**src/rtl/assert_macros.svh**
```systemverilog
// Assertion macros shared by the RTL files.
// Depends on nothing; included by files that carry concurrent checks.
`ifndef ASSERT_MACROS_SVH
`define ASSERT_MACROS_SVH
`ifndef ASSERT_OFF
// property must hold at every clock edge outside reset
`define ASSERT_CLK(lbl, clk, rst_n, prop) \
    lbl: assert property (@(posedge clk) disable iff (!rst_n) prop) \
        else $error("assertion failed");
// expression must never be true outside reset
`define ASSERT_NEVER(lbl, clk, rst_n, expr) \
    lbl: assert property (@(posedge clk) disable iff (!rst_n) !(expr)) \
        else $error("forbidden condition seen");
`else
`define ASSERT_CLK(lbl, clk, rst_n, prop)
`define ASSERT_NEVER(lbl, clk, rst_n, expr)
`endif
`endif

```
**src/rtl/twep_pkg.sv**
```systemverilog
// Shared constants, word types and controller/datapath interface structs.
// Depends on nothing.
package twep_pkg;

    // largest sum one group may reach
    localparam int PART_MAX  = 255;
    localparam int ROW_W     = PART_MAX + 1;
    localparam int ADDR_W    = $clog2(PART_MAX + 1);
    localparam int TOTAL_CAP = 3 * PART_MAX;
    localparam int TOT_W     = $clog2(TOTAL_CAP + 1);
    localparam int VAL_W     = 8;
    localparam int SUM_W     = ((TOT_W > VAL_W) ? TOT_W : VAL_W) + 1;

    // v / 3 for 8-bit v as (v * 171) >> 9
    localparam int DIV3_MUL   = 171;
    localparam int DIV3_SHIFT = 9;

    // grid row after reset: row 0 holds only the origin
    localparam logic [ROW_W-1:0] ORIGIN_ROW = ROW_W'(1);

    typedef struct packed {
        logic [VAL_W-1:0] item_value;
        logic             last_item;
    } t_in_word;

    typedef struct packed {
        logic can_split;
        logic total_overflow;
    } t_out_word;

    // controller -> datapath
    typedef struct packed {
        logic load_item;   // take the accepted word, update totals
        logic rd;          // read grid rows for the current sweep row
        logic chk_rd;      // read the row of total/3
        logic out_load;    // register the answer and restart the set
    } t_cmd;

    // datapath -> controller
    typedef struct packed {
        logic in_skip;     // incoming value leaves the grid unchanged
        logic in_last;     // incoming word closes the set
        logic last;        // held word closes the set
        logic row_zero;    // sweep is at row 0
    } t_status;

endpackage

```
**src/rtl/twep_ctrl.sv**
```systemverilog
// Controller: sequences the row sweep, the final check and the output word.
// Depends on twep_pkg.
module twep_ctrl
    import twep_pkg::*;
(
    input  logic    i_clk,
    input  logic    i_rst_n,
    input  logic    i_in_valid,
    output logic    o_in_stall,
    input  logic    i_out_stall,
    output logic    o_out_valid,
    input  t_status i_st,
    output t_cmd    o_cmd
);

    typedef enum logic [4:0] {
        S_IDLE  = 5'b00001,
        S_SWEEP = 5'b00010,
        S_DRAIN = 5'b00100,
        S_CHKRD = 5'b01000,
        S_CHECK = 5'b10000
    } t_state;

    t_state r_state, n_state;
    logic   r_out_valid, n_out_valid;
    logic   in_acc;
    logic   out_free;

    assign o_in_stall  = (r_state != S_IDLE);
    assign in_acc      = i_in_valid && (r_state == S_IDLE);
    assign out_free    = !r_out_valid || !i_out_stall;
    assign o_out_valid = r_out_valid;

    // next state and commands
    always_comb begin
        n_state = r_state;
        o_cmd   = '0;
        o_cmd.load_item = in_acc;
        unique case (r_state)
            S_IDLE: begin
                if (in_acc) begin
                    if (!i_st.in_skip) begin
                        n_state = S_SWEEP;
                    end else if (i_st.in_last) begin
                        n_state = S_CHKRD;
                    end
                end
            end
            S_SWEEP: begin
                o_cmd.rd = 1'b1;
                if (i_st.row_zero) begin
                    n_state = S_DRAIN;
                end
            end
            S_DRAIN: begin
                n_state = i_st.last ? S_CHKRD : S_IDLE;
            end
            S_CHKRD: begin
                o_cmd.chk_rd = 1'b1;
                n_state      = S_CHECK;
            end
            S_CHECK: begin
                if (out_free) begin
                    o_cmd.out_load = 1'b1;
                    n_state        = S_IDLE;
                end
            end
            default: begin
                n_state = S_IDLE;
            end
        endcase
    end

    // output valid: set on load, dropped once taken
    always_comb begin
        n_out_valid = r_out_valid;
        if (o_cmd.out_load) begin
            n_out_valid = 1'b1;
        end else if (!i_out_stall) begin
            n_out_valid = 1'b0;
        end
    end

    always_ff @(posedge i_clk) begin
        if (!i_rst_n) begin
            r_state     <= S_IDLE;
            r_out_valid <= 1'b0;
        end else begin
            r_state     <= n_state;
            r_out_valid <= n_out_valid;
        end
    end

endmodule

```
**config.mk**
```make
export PLATFORM = sky130hd
export DESIGN_NAME = twep_ctrl
export DESIGN_NICKNAME = d
export VERILOG_FILES = /design/src/rtl/assert_macros.svh /design/src/rtl/twep_pkg.sv /design/src/rtl/twep_ctrl.sv
export SDC_FILE = /design/constraint.sdc
export NUM_CORES = 1
export LEC_CHECK = 0
export ABC_AREA = 1
export BUFFER_PORTS_ARGS = -buffer_cell sky130_fd_sc_hd__buf_2
export CORE_MARGIN = 2
export CORE_UTILIZATION = 30
export DETAILED_ROUTE_END_ITERATION = 16
export GPL_TIMING_DRIVEN = 0
export PLACE_DENSITY_LB_ADDON = 0.3
export SYNTH_ARGS = -nofsm -noshare
export SYNTH_HDL_FRONTEND = slang
export SYNTH_SLANG_ARGS = --single-unit
```
**constraint.sdc**
```tcl
create_clock -name i_clk -period 1 [get_ports i_clk]
set_input_delay 0.15 -clock i_clk [delete_from_list [all_inputs] [get_ports i_clk]]
set_output_delay 0.15 -clock i_clk [all_outputs]
set_load 0.05 [all_outputs]
```
# Yosys cells after proc, flatten, opt, wreduce, memory -nomap -nowiden
# Index checks and enable logic that the tools add are counted.
# totals
regBits	6
input_bits	8
output_inout_bits	6
word_cells	31
# classes
eq_ne	11
n_mux	13
n_reduce_logical	5
# op_table
cell	count
5-bit 2-to-1 mux	5
5-bit one-hot mux with 5 select lines	1
1-bit 2-to-1 mux	6
2-bit != test, second input constant	3
5-bit by 1-bit == test with 1-bit output, second input constant	1
5-bit by 2-bit == test with 1-bit output, second input constant	1
5-bit by 3-bit == test with 1-bit output, second input constant	1
5-bit by 4-bit == test with 1-bit output, second input constant	1
5-bit == test, second input constant	1
5-bit by 1-bit != test with 1-bit output, second input constant	1
4-bit 2-to-1 mux	1
4-bit AND reduction	1
3-bit != test, second input constant	1
1-bit zero test	2
2-bit by 1-bit != test with 1-bit output, second input constant	1
1-bit logical AND	1
1-bit logical OR	1

# Longest topological paths before layout
# Gate-level depths: netlist of the first run.
# logic_depth
ltp_word	5
mapped_depth	9
mapped_depth_nobuf	9

# Worst setup path before layout of the first run
# Ideal clock, no wire load.
# synth_timing
path_kind	flip-flop to output port
startpoint	register r_state[4]
endpoint	output o_cmd[3] in the netlist's numbering
arrival_ps	1300
required_time_ps	850
setup_slack_ps	-450
path_stages_with_launch	7
path_buffers	1
cell_sequence	dfxtp_1 > inv_2 > nand2_2 > nor2_4 > nand2_1 > nor2_1 > buf_4
# synth_via
elab_chain_cells	2
# synth_rtl
item	line	text
from (decl)	twep_ctrl.sv:24	t_state r_state, n_state;
from (signal assigned)	twep_ctrl.sv:89	r_state <= n_state;
5-bit by 1-bit == test with 1-bit output	twep_ctrl.sv:30	assign in_acc = i_in_valid && (r_state == S_IDLE);
1-bit logical AND	twep_ctrl.sv:30	
to (decl)	twep_ctrl.sv:13	output t_cmd o_cmd
# Every way passes these cells.

==> key figures, run 1 <==
Floorplanning
  • Row cnt: 13
  • # IOs: 14
  • Die area: 1610 um2
  • Core ar.: between 1000 and 1500 um2
  • Initial Utilization: 0.3127
  • DIE HEIGHT: roughly 40 um
  • Die width: 40.13 um

Routing
  • Final WL: ~950 um
  • Iter 0 DRT Violations: 4
  • Routed len/inst: 9.490 um
  • Drt pass-1 iters: 4
  • Via count: 436
  • DRC: 0
  • Via density: approximately 4.4
  • Post-route antenna net violation count: 0

Cells and area
  • N_diodes: 0
  • Layout cells sized above 1: 0.6000
  • Area growth syn-to-layout: 71.88%
  • Final Cell Area: a little under 700 um2
  • # fillers: approximately 120
  • Register Area: 137.6 um2
  • Net count, final: 94
  • Area of the multi-input gates: between 200 and 300 um2

Worst setup path
  • WS Path Type: register to output pin
  • CP max FO: 4
  • R2R Setup Slk: -250 ps
  • Endpoint type of the worst setup path: output pin
  • Nature of the critical path startpoint: register
  • Critical path arrival: 1180 ps
  • CP Data Required Time: 850 ps

Timing
  • Unrepaired setup endpoints after global routing: yes
  • Fin crit share: 1.327
  • Final hold violations: 0
  • Final Setup Violations: 9
  • Slew @ Worst Pin: 218.0 ps
  • Worst setup margin: -326.7 ps
  • Worst Skew: 15.37 ps
  • Peak Freq: 753.7 MHz
  • Slew Viols, Final: 0
  • Max_slew headroom: 0.8533
  • WHS: about 110 ps
  • Crit path time final: 1327 ps

Clock network
  • Worst skew pair latency: between 200 and 300 ps
  • CTS H-tree depth: 1
  • Root Driver: clkbuf_4
  • CTS clk-pin slew, worst paths: approximately 40 ps
  • Clk buf depth: 2
  • CTS buffer count: 3
  • CTS tree: built
  • CTS sink cnt: 6

Yosys
  • Netlist cell types: 17
  • Post-Syn Area per Cell: 6.420 um2
  • Post-synthesis instance area: 391.6 um2
  • Register area share after synthesis: 0.3067
  • Mapped Nets: 69
  • Synth top area cells: dfxtp_1, inv_1, nand2_1
  • Yosys top cell area share: 0.3067
  • Leading area contributor after synthesis: dfxtp_1
  • Number of synthesized register bits: 6
  • Mapped Cells: 61
  • Synthesis Warnings: 0

Flow run
  • Max Cap Viol: 0

Pwr
  • PD cells: 1638 nW/um2
  • Tot Pwr: 1.102 mW
  • P_leak: 0.3368 nW
  • Max VDD drop: between 0.0007 and 0.0008 V

GRT
  • Initial antenna violation count: 0
  • Overflow after GRT: 0
  • Vias in the first global route: between 300 and 400
  • First-pass GRT wire length: 1.483 mm
  • Gr usage total: 0.1409
  • Largest net degree at the start of global routing: 6

Place
  • Final Wtd Congestion: about 0.73
  • Worst slack, placed: -278.1 ps
  • Dpl hpwl: 642.7 um
  • Placed inst area: 511.7 um2
  • Number of port buffers: 13

Worst hold path
  • Hold/Removal Path Class: primary input to register

Run status
  • Outcome: finished with violations
  • Failing checks: setup timing
==> cell type report <==
cell class	instances	area share
inverters	15	0.09480
repair buffers	21	0.2472
plain buffers	1	0.01115
multi-input cells	38	0.3755
flip-flops and latches	6	0.2045
well taps	15	0.02788
clock buffers	4	0.03903
==> cell families (layout without fill, tap and decap cells) <==
kind of cell / after synthesis / in the layout / share of synthesized area
AOI/OAI and AO/OA: 5 / 5 / 0.08945
buffers and inverters: 17 / 41 / 0.1821
DFF: 6 / 6 / 0.3067
and+or+nand+nor: 33 / 33 / 0.4218
==> metal layers <==
layer / wire (um) / vias up / track usage
li1: - / 234 / -
met1: 393 / 195 / 0.1611
met2: 524 / 7 / 0.2500
met3: 32 / 0 / 0.06667
met4: 0 / 0 / 0
met5: 0 / - / 0
==> worst paths after layout <==
check         startpoint     endpoint  cells after the start
max reg2reg   r_state[2]   r_state[0]                      9
max           r_state[2]     o_cmd[2]                      6
min reg2reg  o_out_valid  o_out_valid                      2
min              i_rst_n   r_state[0]                      2
==> report_power, final <==
part | internal (mW) | total, mW | switching, mW
clock network | 0.151 | 0.244 | 0.0927
registers | 0.263 | 0.302 | 0.0393
logic | 0.238 | 0.556 | 0.318
==> critical path, stage by stage (launching register included) <==
cell	delay, ps
dfxtp_4	350
inv_2	60
nand2_2	50
nor2_4	150
nand2_2	100
clkinvlp_4	80
buf_8	130
==> Yosys cell counts, drive strengths merged <==
master  count
nor2       11
nor4        1
dfxtp       6
buf         2
o22ai       1
nand4       2
o21ai       1
nand2      12
a211oi      1
inv        15
a21oi       2
nand3       7
==> sequential cells by signal, summed over array words and instances (netlist names) <==
signal and flops:
o_out_valid 1, r_state 5
==> placed cells by master, fill, tap and decap left out, types with 2 or more instances in the layout <==
master      count
nor2_2          2
a21oi_1         2
clkbuf_4        4
buf_4          10
nand3_2         3
inv_1          11
nand2_1         8
dfxtp_4         4
nand2_2         3
nand3_1         4
inv_2           2
clkinvlp_4      2
nand4_1         2
buf_2           7
nor2_4          5
dfxtp_2         2
nor2_1          4
buf_8           3
==> per-stage QoR <==
step | setup TNS (ps) | std cells | util
3_5_place_dp | -1482 | 89 | 0.4086
6_report | -2272 | 100 | 0.5375
4_1_cts | -2353 | 98 | 0.5135
5_1_grt | -3160 | 100 | 0.5375
3_3_place_gp | -1423 | 89 | 0.4086
2_1_floorplan | -324.0 | 61 | -
==> repair_timing <==
action                                  CTS  global route
hold buffers                              0             0
setup buffers                             6             2
pin swaps                                 6             9
resized for setup                        24             6
endpoints found under the setup margin    9            11
No activity file was read; power rests on OpenSTA's default activity.
==> inputs of run 2 (changes only) <==
--- a/config.mk
+++ b/config.mk
@@ -7,11 +7,14 @@
 export LEC_CHECK = 0
 export ABC_AREA = 1
 export BUFFER_PORTS_ARGS = -buffer_cell sky130_fd_sc_hd__buf_2
+export CELL_PAD_IN_SITES_DETAIL_PLACEMENT = 1
+export CELL_PAD_IN_SITES_GLOBAL_PLACEMENT = 2
 export CORE_MARGIN = 2
-export CORE_UTILIZATION = 30
+export CORE_UTILIZATION = 20
 export DETAILED_ROUTE_END_ITERATION = 16
 export GPL_TIMING_DRIVEN = 0
 export PLACE_DENSITY_LB_ADDON = 0.3
+export SETUP_SLACK_MARGIN = 0.4
 export SYNTH_ARGS = -nofsm -noshare
 export SYNTH_HDL_FRONTEND = slang
 export SYNTH_SLANG_ARGS = --single-unit
==> run 2 against run 1 <==
  * The flow still finishes with violations (setup timing)
  * Flip-flop and latch count unchanged
  * Via count is 10% higher
  * Non-clock buffer count grew 7
  * Die area up 45%
  * Fmax shrank 2.4%
  * Cell count rose by 19%
  * Clock skew decreased by 6.6 ps
  * Setup slack worse by 32 ps
  * Critical endpoint is now o_cmd[3]
  * Register-to-register slack worse by 100 ps
  * Hold slack lost 9.1 ps
  * Global-route usage fell by 2.7 points
  * Largest power group unchanged
  * Sequential power hardly changed
==> key figures, run 2 (synthesized netlist as in run 1, its figures left out) <==
Timing
  • Final Setup Violations: 10 (was 9)
  • Fin crit share: 1.359 (was 1.327)
  • Peak Freq: 735.9 MHz (was 753.7 MHz)
  • Crit path time final: 1359 ps (was 1327 ps)
  • Worst setup margin: -359.0 ps (was -326.7 ps)
  • Max_slew headroom: 0.8355 (was 0.8533)
  • Unrepaired setup endpoints after global routing: yes (unchanged)
  • Slew Viols, Final: 0 (unchanged)
  • Worst Skew: 8.736 ps (was 15.37 ps)
  • Final hold violations: 0 (unchanged)
  • Slew @ Worst Pin: 248.4 ps (was 218.0 ps)

Place
  • # placed instances: 101 (was 89)
  • Number of port buffers: 13 (unchanged)
  • Dpl hpwl: 802.2 um (was 642.7 um)
  • Final Wtd Congestion: 0.7580 (was 0.7345)

Worst hold path
  • Hold Path Sink: r_state[0] (unchanged)
  • Worst Hold Depth: 2 (unchanged)
  • Hold_sp: i_rst_n (unchanged)
  • Hold/Removal Path Class: primary input to register (unchanged)

Pwr
  • Sw frac: 0.4027 (was 0.4084)
  • PD cells: 1589 nW/um2 (was 1638 nW/um2)
  • Clock share of power: 0.189 (was 0.221)
  • Tot Pwr: 1.270 mW (was 1.102 mW)
  • P_leak: 0.3798 nW (was 0.3368 nW)
  • Flop pwr share: 0.238 (was 0.274)
  • Pint: 0.7586 mW (was 0.6522 mW)
  • Logic pwr share: 0.573 (was 0.504)
  • Switching pwr: 0.5115 mW (was 0.4503 mW)
  • Max VDD drop: 0.0008106 V (was 0.0007674 V)

Worst setup path
  • Cell depth of the worst flop-to-flop path: 10 (was 9)
  • Endpoint type of the worst setup path: output pin (unchanged)
  • CP Data Required Time: 850 ps (about the same)
  • CP max FO: 3 (was 4)
  • Worst setup startpoint: r_state[2] (unchanged)
  • R2R Setup Slk: -350 ps (was -250 ps)
  • Reg2reg end: r_state[1] (was r_state[0])
  • Critical path arrival: 1210 ps (was 1180 ps)
  • Nature of the critical path startpoint: register (unchanged)
  • WS Path Type: register to output pin (unchanged)
  • Worst r2r src: r_state[2] (unchanged)

Routing
  • Via density: 4.034 (was 4.360)
  • DRC: 0 (unchanged)
  • Drt pass-1 iters: 2 (was 4)
  • Iter 0 DRT Violations: 4 (unchanged)
  • Post-route antenna net violation count: 0 (unchanged)
  • Final WL: 1.183 mm (was 949 um)
  • Via count: 480 (was 436)
  • Routed len/inst: 9.941 um (was 9.490 um)

Run status
  • Failing checks: setup timing (unchanged)
  • Outcome: finished with violations (unchanged)

Clock network
  • CTS buffer count: 3 (unchanged)
  • CTS H-tree depth: 1 (unchanged)
  • CTS tree: built (unchanged)
  • Root Driver: clkbuf_4 (unchanged)
  • Clk buf depth: 2 (unchanged)
  • CTS sink cnt: 6 (unchanged)
  • Worst skew pair latency: 240 ps (was 250 ps)
  • Hold_buf cts: 0 (unchanged)
  • CTS clk-pin slew, worst paths: 50 ps (was 40 ps)

GRT
  • Largest net degree at the start of global routing: 6 (unchanged)
  • Overflow after GRT: 0 (unchanged)
  • Vias in the first global route: 457 (was 379)
  • First-pass GRT wire length: 1.814 mm (was 1.483 mm)
  • Gr usage total: 0.1138 (was 0.1409)
  • Initial antenna violation count: 0 (unchanged)

Floorplanning
  • Core ar.: 1902 um2 (was 1252 um2)
  • # IOs: 14 (unchanged)
  • Die width: 48.25 um (was 40.13 um)
  • Row cnt: 16 (was 13)
  • DIE HEIGHT: 48.25 um (was 40.13 um)
  • Initial Utilization: 0.2059 (was 0.3127)
  • Die area: 2328 um2 (was 1610 um2)

Cells and area
  • N_diodes: 0 (unchanged)
  • Finished Layout Cells: 119 (was 100)
  • # fillers: 233 (was 119)
  • Max reg flops: 5 (unchanged)
  • Layout cells sized above 1: 0.6957 (was 0.6000)
  • Net count, final: 101 (was 94)
  • Commonest non-fill, non-tap cell in the layout: buf_4 (was inv_1)
  • Area of the multi-input gates: 292.8 um2 (was 252.7 um2)
  • Most flop-heavy register: r_state (unchanged)
  • Register Area: 132.6 um2 (was 137.6 um2)
  • Most frequent cells in the layout: buf_4, inv_1, buf_2, nand2_1, buf_6 (was inv_1, buf_4, nand2_1, buf_2, nor2_4)
  • Area growth syn-to-layout: 104.2% (was 71.88%)

Flow run
  • Max Cap Viol: 0 (unchanged)
## run 2: changes by cell type in the layout (fill, tap and decap cells not counted), moves of 2 or more
cell | previous run | this run
nand3_4 | 0 | 2
dfxtp_2 | 2 | 4
nand2_1 | 8 | 6
buf_6 | 1 | 6
dfxtp_4 | 4 | 2
## run 2: power groups by stage
stage                     Combinational, mW  Sequential [mW]  Clock (mW)
after detailed placement              0.431            0.301           0
after global routing                  0.783            0.306       0.271
after global placement                0.430            0.300           0
final                                 0.728            0.302       0.240
after CTS                             0.642            0.301       0.253
after floorplan                       0.350            0.297           0
## run 2: worst max path at each step
stage	slack, ps	to	depth (start not counted)
after global placement	-280	o_cmd[3]	7
final	-360	o_cmd[3]	7
after global routing	-440	o_cmd[3]	7
after CTS	-370	o_cmd[3]	7
after floorplan	-170	o_cmd[3]	6
after detailed placement	-290	o_cmd[3]	7
## run 2: what timing repair did
item	in CTS	in global routing
resized for setup	27	9
buffers inserted	11	3
pin swaps	10	3
setup endpoints to repair	12	12
endpoints found under the hold margin	0	0
## run 2: layout make-up
cell class,count,area share
Sequential cell,6,0.1659
Timing Repair Buffer,27,0.2895
Tap cell,27,0.04225
Buffer,2,0.02347
Multi-Input combinational cell,38,0.3662
Inverter,15,0.07981
Clock buffer,4,0.03286
## run 2: per-stage QoR
step	TNS [ps]	util	hold WS, ps	area [um2]	setup slack, ps
4_1_cts	-2854	0.3921	100.4	745.7	-366.8
5_1_grt	-3628	0.4204	86.57	799.5	-437.5
6_report	-2801	0.4204	99.73	799.5	-359.0
3_5_place_dp	-1460	0.2822	363.0	536.8	-289.3
2_1_floorplan	-292.7	-	234.0	437.9	-166.6
3_3_place_gp	-1468	0.2822	361.3	536.8	-278.4
## run 2: worst max-delay path: stages, from the launching register on
cell and delay, ps:
dfxtp_2 330, inv_2 60, nand2_2 50, nor2_4 140
nand2_4 80, nor2_4 80, buf_6 90, buf_8 130
## run 2: metal layers
| metal | up-vias | GRT usage | routed length [um] |
|---|---|---|---|
| li1 | 248 | - | - |
| met1 | 221 | 0.1372 | 491 |
| met2 | 11 | 0.2026 | 649 |
| met3 | 0 | 0.03333 | 42 |
| met4 | 0 | 0.01622 | 0 |
| met5 | - | 0 | 0 |
==> inputs of run 3 (changes only) <==
--- a/config.mk
+++ b/config.mk
@@ -8,9 +8,9 @@
 export ABC_AREA = 1
 export BUFFER_PORTS_ARGS = -buffer_cell sky130_fd_sc_hd__buf_2
 export CELL_PAD_IN_SITES_DETAIL_PLACEMENT = 1
-export CELL_PAD_IN_SITES_GLOBAL_PLACEMENT = 2
+export CELL_PAD_IN_SITES_GLOBAL_PLACEMENT = 1
 export CORE_MARGIN = 2
-export CORE_UTILIZATION = 20
+export CORE_UTILIZATION = 27
 export DETAILED_ROUTE_END_ITERATION = 16
 export GPL_TIMING_DRIVEN = 0
 export PLACE_DENSITY_LB_ADDON = 0.3
==> run 3 against run 2 <==
  * The run still ends with setup timing left
  * Register-to-register slack barely moved
  * Setup slack worse by 83 ps
  * Cell count is 7.6% lower
  * Sequential share of layout area fell by 0.13 points
  * Fmax down 5.7%
  * Sequential power about the same
  * Clock power up 10%
  * Flip-flop and latch count did not move
  * Combinational power rose by 8.0%
  * Power up 6.3%
  * Global-route usage up 5.7 points
  * Critical endpoint unchanged
  * Largest cell class is now non-clock buffers
==> key figures, run 3 (synthesized netlist as in run 1, its figures left out) <==
Timing
  • Slew @ Worst Pin: 262.8 ps (was 248.4 ps)
  • Final Setup Violations: 10 (unchanged)
  • Fin crit share: 1.442 (was 1.359)
  • Peak Freq: 693.6 MHz (was 735.9 MHz)
  • Unrepaired setup endpoints after global routing: yes (unchanged)
  • Setup TNS: -3419 ps (was -2801 ps)
  • Worst Skew: 0.3384 ps (was 8.736 ps)
  • Slew Viols, Final: 0 (unchanged)
  • Crit path time final: 1442 ps (was 1359 ps)
  • Worst setup margin: -441.7 ps (was -359.0 ps)
  • Max_slew headroom: 0.8243 (was 0.8355)
  • Final hold violations: 0 (unchanged)

GRT
  • Initial antenna violation count: 0 (unchanged)
  • Gr usage total: 0.1711 (was 0.1138)
  • Overflow after GRT: 0 (unchanged)
  • Vias in the first global route: 511 (was 457)
  • Largest net degree at the start of global routing: 6 (unchanged)
  • First-pass GRT wire length: 2.152 mm (was 1.814 mm)

Worst setup path
  • WS Path Type: register to output pin (unchanged)
  • Cell family with most CP delay: simple AND/OR/NAND/NOR gates (unchanged)
  • Endpoint type of the worst setup path: output pin (unchanged)
  • Critical path's slowest cell: dfxtp_2 (unchanged)
  • Critical path buffers and inverters: 3 (unchanged)
  • Cell depth of the worst flop-to-flop path: 10 (unchanged)
  • R2R Setup Slk: -350 ps (about the same)
  • Reg2reg end: r_state[0] (was r_state[1])
  • CP max FO: 4 (was 3)
  • Nature of the critical path startpoint: register (unchanged)
  • CP max stage delay: 330 ps (about the same)
  • CP Data Required Time: 850 ps (about the same)
  • CP Cell Sequence: inv_2 > nand2_4 > nor2_4 > nand2_4 > nor2_4 > buf_6 > buf_8 (was inv_2 > nand2_2 > nor2_4 > nand2_4 > nor2_4 > buf_6 > buf_8)
  • Critical path arrival: 1290 ps (was 1210 ps)
  • Worst r2r src: r_state[2] (unchanged)

Routing
  • Routed len/inst: 13.19 um (was 9.941 um)
  • Final WL: 1.451 mm (was 1.183 mm)
  • Post-route antenna net violation count: 0 (unchanged)
  • Via density: 4.655 (was 4.034)
  • Via count: 512 (was 480)
  • Iter 0 DRT Violations: 1 (was 4)
  • Drt pass-1 iters: 3 (was 2)
  • DRC: 0 (unchanged)

Cells and area
  • Area of the multi-input gates: 272.8 um2 (was 292.8 um2)
  • Net count, final: 104 (was 101)
  • Final Cell Area: 790.8 um2 (was 799.5 um2)
  • Final Util: 0.5929 (was 0.4204)
  • # fillers: 170 (was 233)
  • Finished Layout Cells: 110 (was 119)
  • Commonest non-fill, non-tap cell in the layout: buf_4 (unchanged)
  • N_diodes: 0 (unchanged)
  • Layout cells sized above 1: 0.6632 (was 0.6957)
  • Max reg flops: 5 (unchanged)
  • Area growth syn-to-layout: 101.9% (was 104.2%)
  • Register Area: 130.1 um2 (was 132.6 um2)
  • Most frequent cells in the layout: buf_4, inv_1, nand2_1, buf_2 (was buf_4, inv_1, buf_2, nand2_1, buf_6)
  • Most flop-heavy register: r_state (unchanged)

Floorplanning
  • Die area: 1771 um2 (was 2328 um2)
  • Row cnt: 13 (was 16)
  • Initial Utilization: 0.2936 (was 0.2059)
  • # IOs: 14 (unchanged)
  • Die width: 42.09 um (was 48.25 um)
  • DIE HEIGHT: 42.09 um (was 48.25 um)
  • Core ar.: 1334 um2 (was 1902 um2)

Worst hold path
  • Hold Path Sink: r_state[0] (unchanged)
  • Hold/Removal Path Class: primary input to register (unchanged)
  • Worst Hold Depth: 2 (unchanged)
  • Hold_sp: i_rst_n (unchanged)

Flow run
  • Max Cap Viol: 0 (unchanged)

Clock network
  • Root Driver: clkbuf_4 (unchanged)
  • Worst skew pair latency: 260 ps (was 240 ps)
  • Clk buf depth: 2 (unchanged)
  • CTS buffer count: 3 (unchanged)
  • CTS H-tree depth: 1 (unchanged)
  • CTS clk-pin slew, worst paths: 50 ps (about the same)
  • Hold_buf cts: 0 (unchanged)
  • CTS tree: built (unchanged)
  • CTS sink cnt: 6 (unchanged)

Place
  • Final Wtd Congestion: 0.7190 (was 0.7580)
  • Worst slack, placed: -307.3 ps (was -289.3 ps)
  • Placed inst area: 521.8 um2 (was 536.8 um2)
  • # placed instances: 89 (was 101)
  • Number of port buffers: 13 (unchanged)
  • Dpl hpwl: 762.2 um (was 802.2 um)

Pwr
  • PD cells: 1707 nW/um2 (was 1589 nW/um2)
  • Max VDD drop: 0.0007922 V (was 0.0008106 V)
  • P_leak: 0.3905 nW (was 0.3798 nW)

Run status
  • Outcome: finished with violations (unchanged)
  • Failing checks: setup timing (unchanged)
-- run 3: worst max-delay path by stage --
stage	to	startpoint	slack (ps)	cells after the start
final	o_cmd[3]	r_state[2]	-440	7
after global routing	o_cmd[3]	r_state[2]	-500	7
after detailed placement	o_cmd[3]	r_state[2]	-310	7
after global placement	o_cmd[3]	r_state[2]	-290	7
after CTS	o_cmd[3]	r_state[4]	-430	7
after floorplan	o_cmd[3]	r_state[4]	-170	6
-- run 3: what timing repair did --
item                                    CTS  global route
endpoints found under the setup margin   12            12
pin swaps                                 6             5
resized for setup                        28             4
setup buffers                            12             5
-- run 3: through the flow --
stage / power, mW / hold WS [ps]
after global routing: 1.430 / 103.1
final: 1.350 / 102.2
after global placement: 0.7247 / 379.4
after CTS: 1.224 / 116.9
after floorplan: 0.6476 / 234.0
after detailed placement: 0.7314 / 379.8
-- run 3: cell type report --
type	instances	area share
sequential	6	0.1646
clock buffer	4	0.03323
buffer	2	0.02373
inverter	15	0.08070
timing repair buffer	30	0.3291
tap	15	0.02373
multi-input combinational	38	0.3449
-- run 3: worst register-to-register path: cells and delay by family (launching register included) --
| family | cells | cell delay (ps) |
|---|---|---|
| flip-flops | 1 | 330 |
| buffers and inverters | 3 | 320 |
| AND/OR/NAND/NOR | 7 | 590 |
-- run 3: power breakdown --
| part | internal [mW] | total (mW) | switching [mW] |
|---|---|---|---|
| Sequential | 0.265 | 0.299 | 0.0334 |
| Clock | 0.153 | 0.265 | 0.112 |
| Combinational | 0.385 | 0.786 | 0.401 |
-- run 3: layer usage --
layer | track usage | part of all wire | up-vias
met1 | 0.1554 | 0.35 | 239
met4 | 0.1250 | 0.027 | 0
met5 | 0 | 0 | -
met3 | 0.06897 | 0.051 | 4
li1 | - | - | 255
met2 | 0.3031 | 0.57 | 14
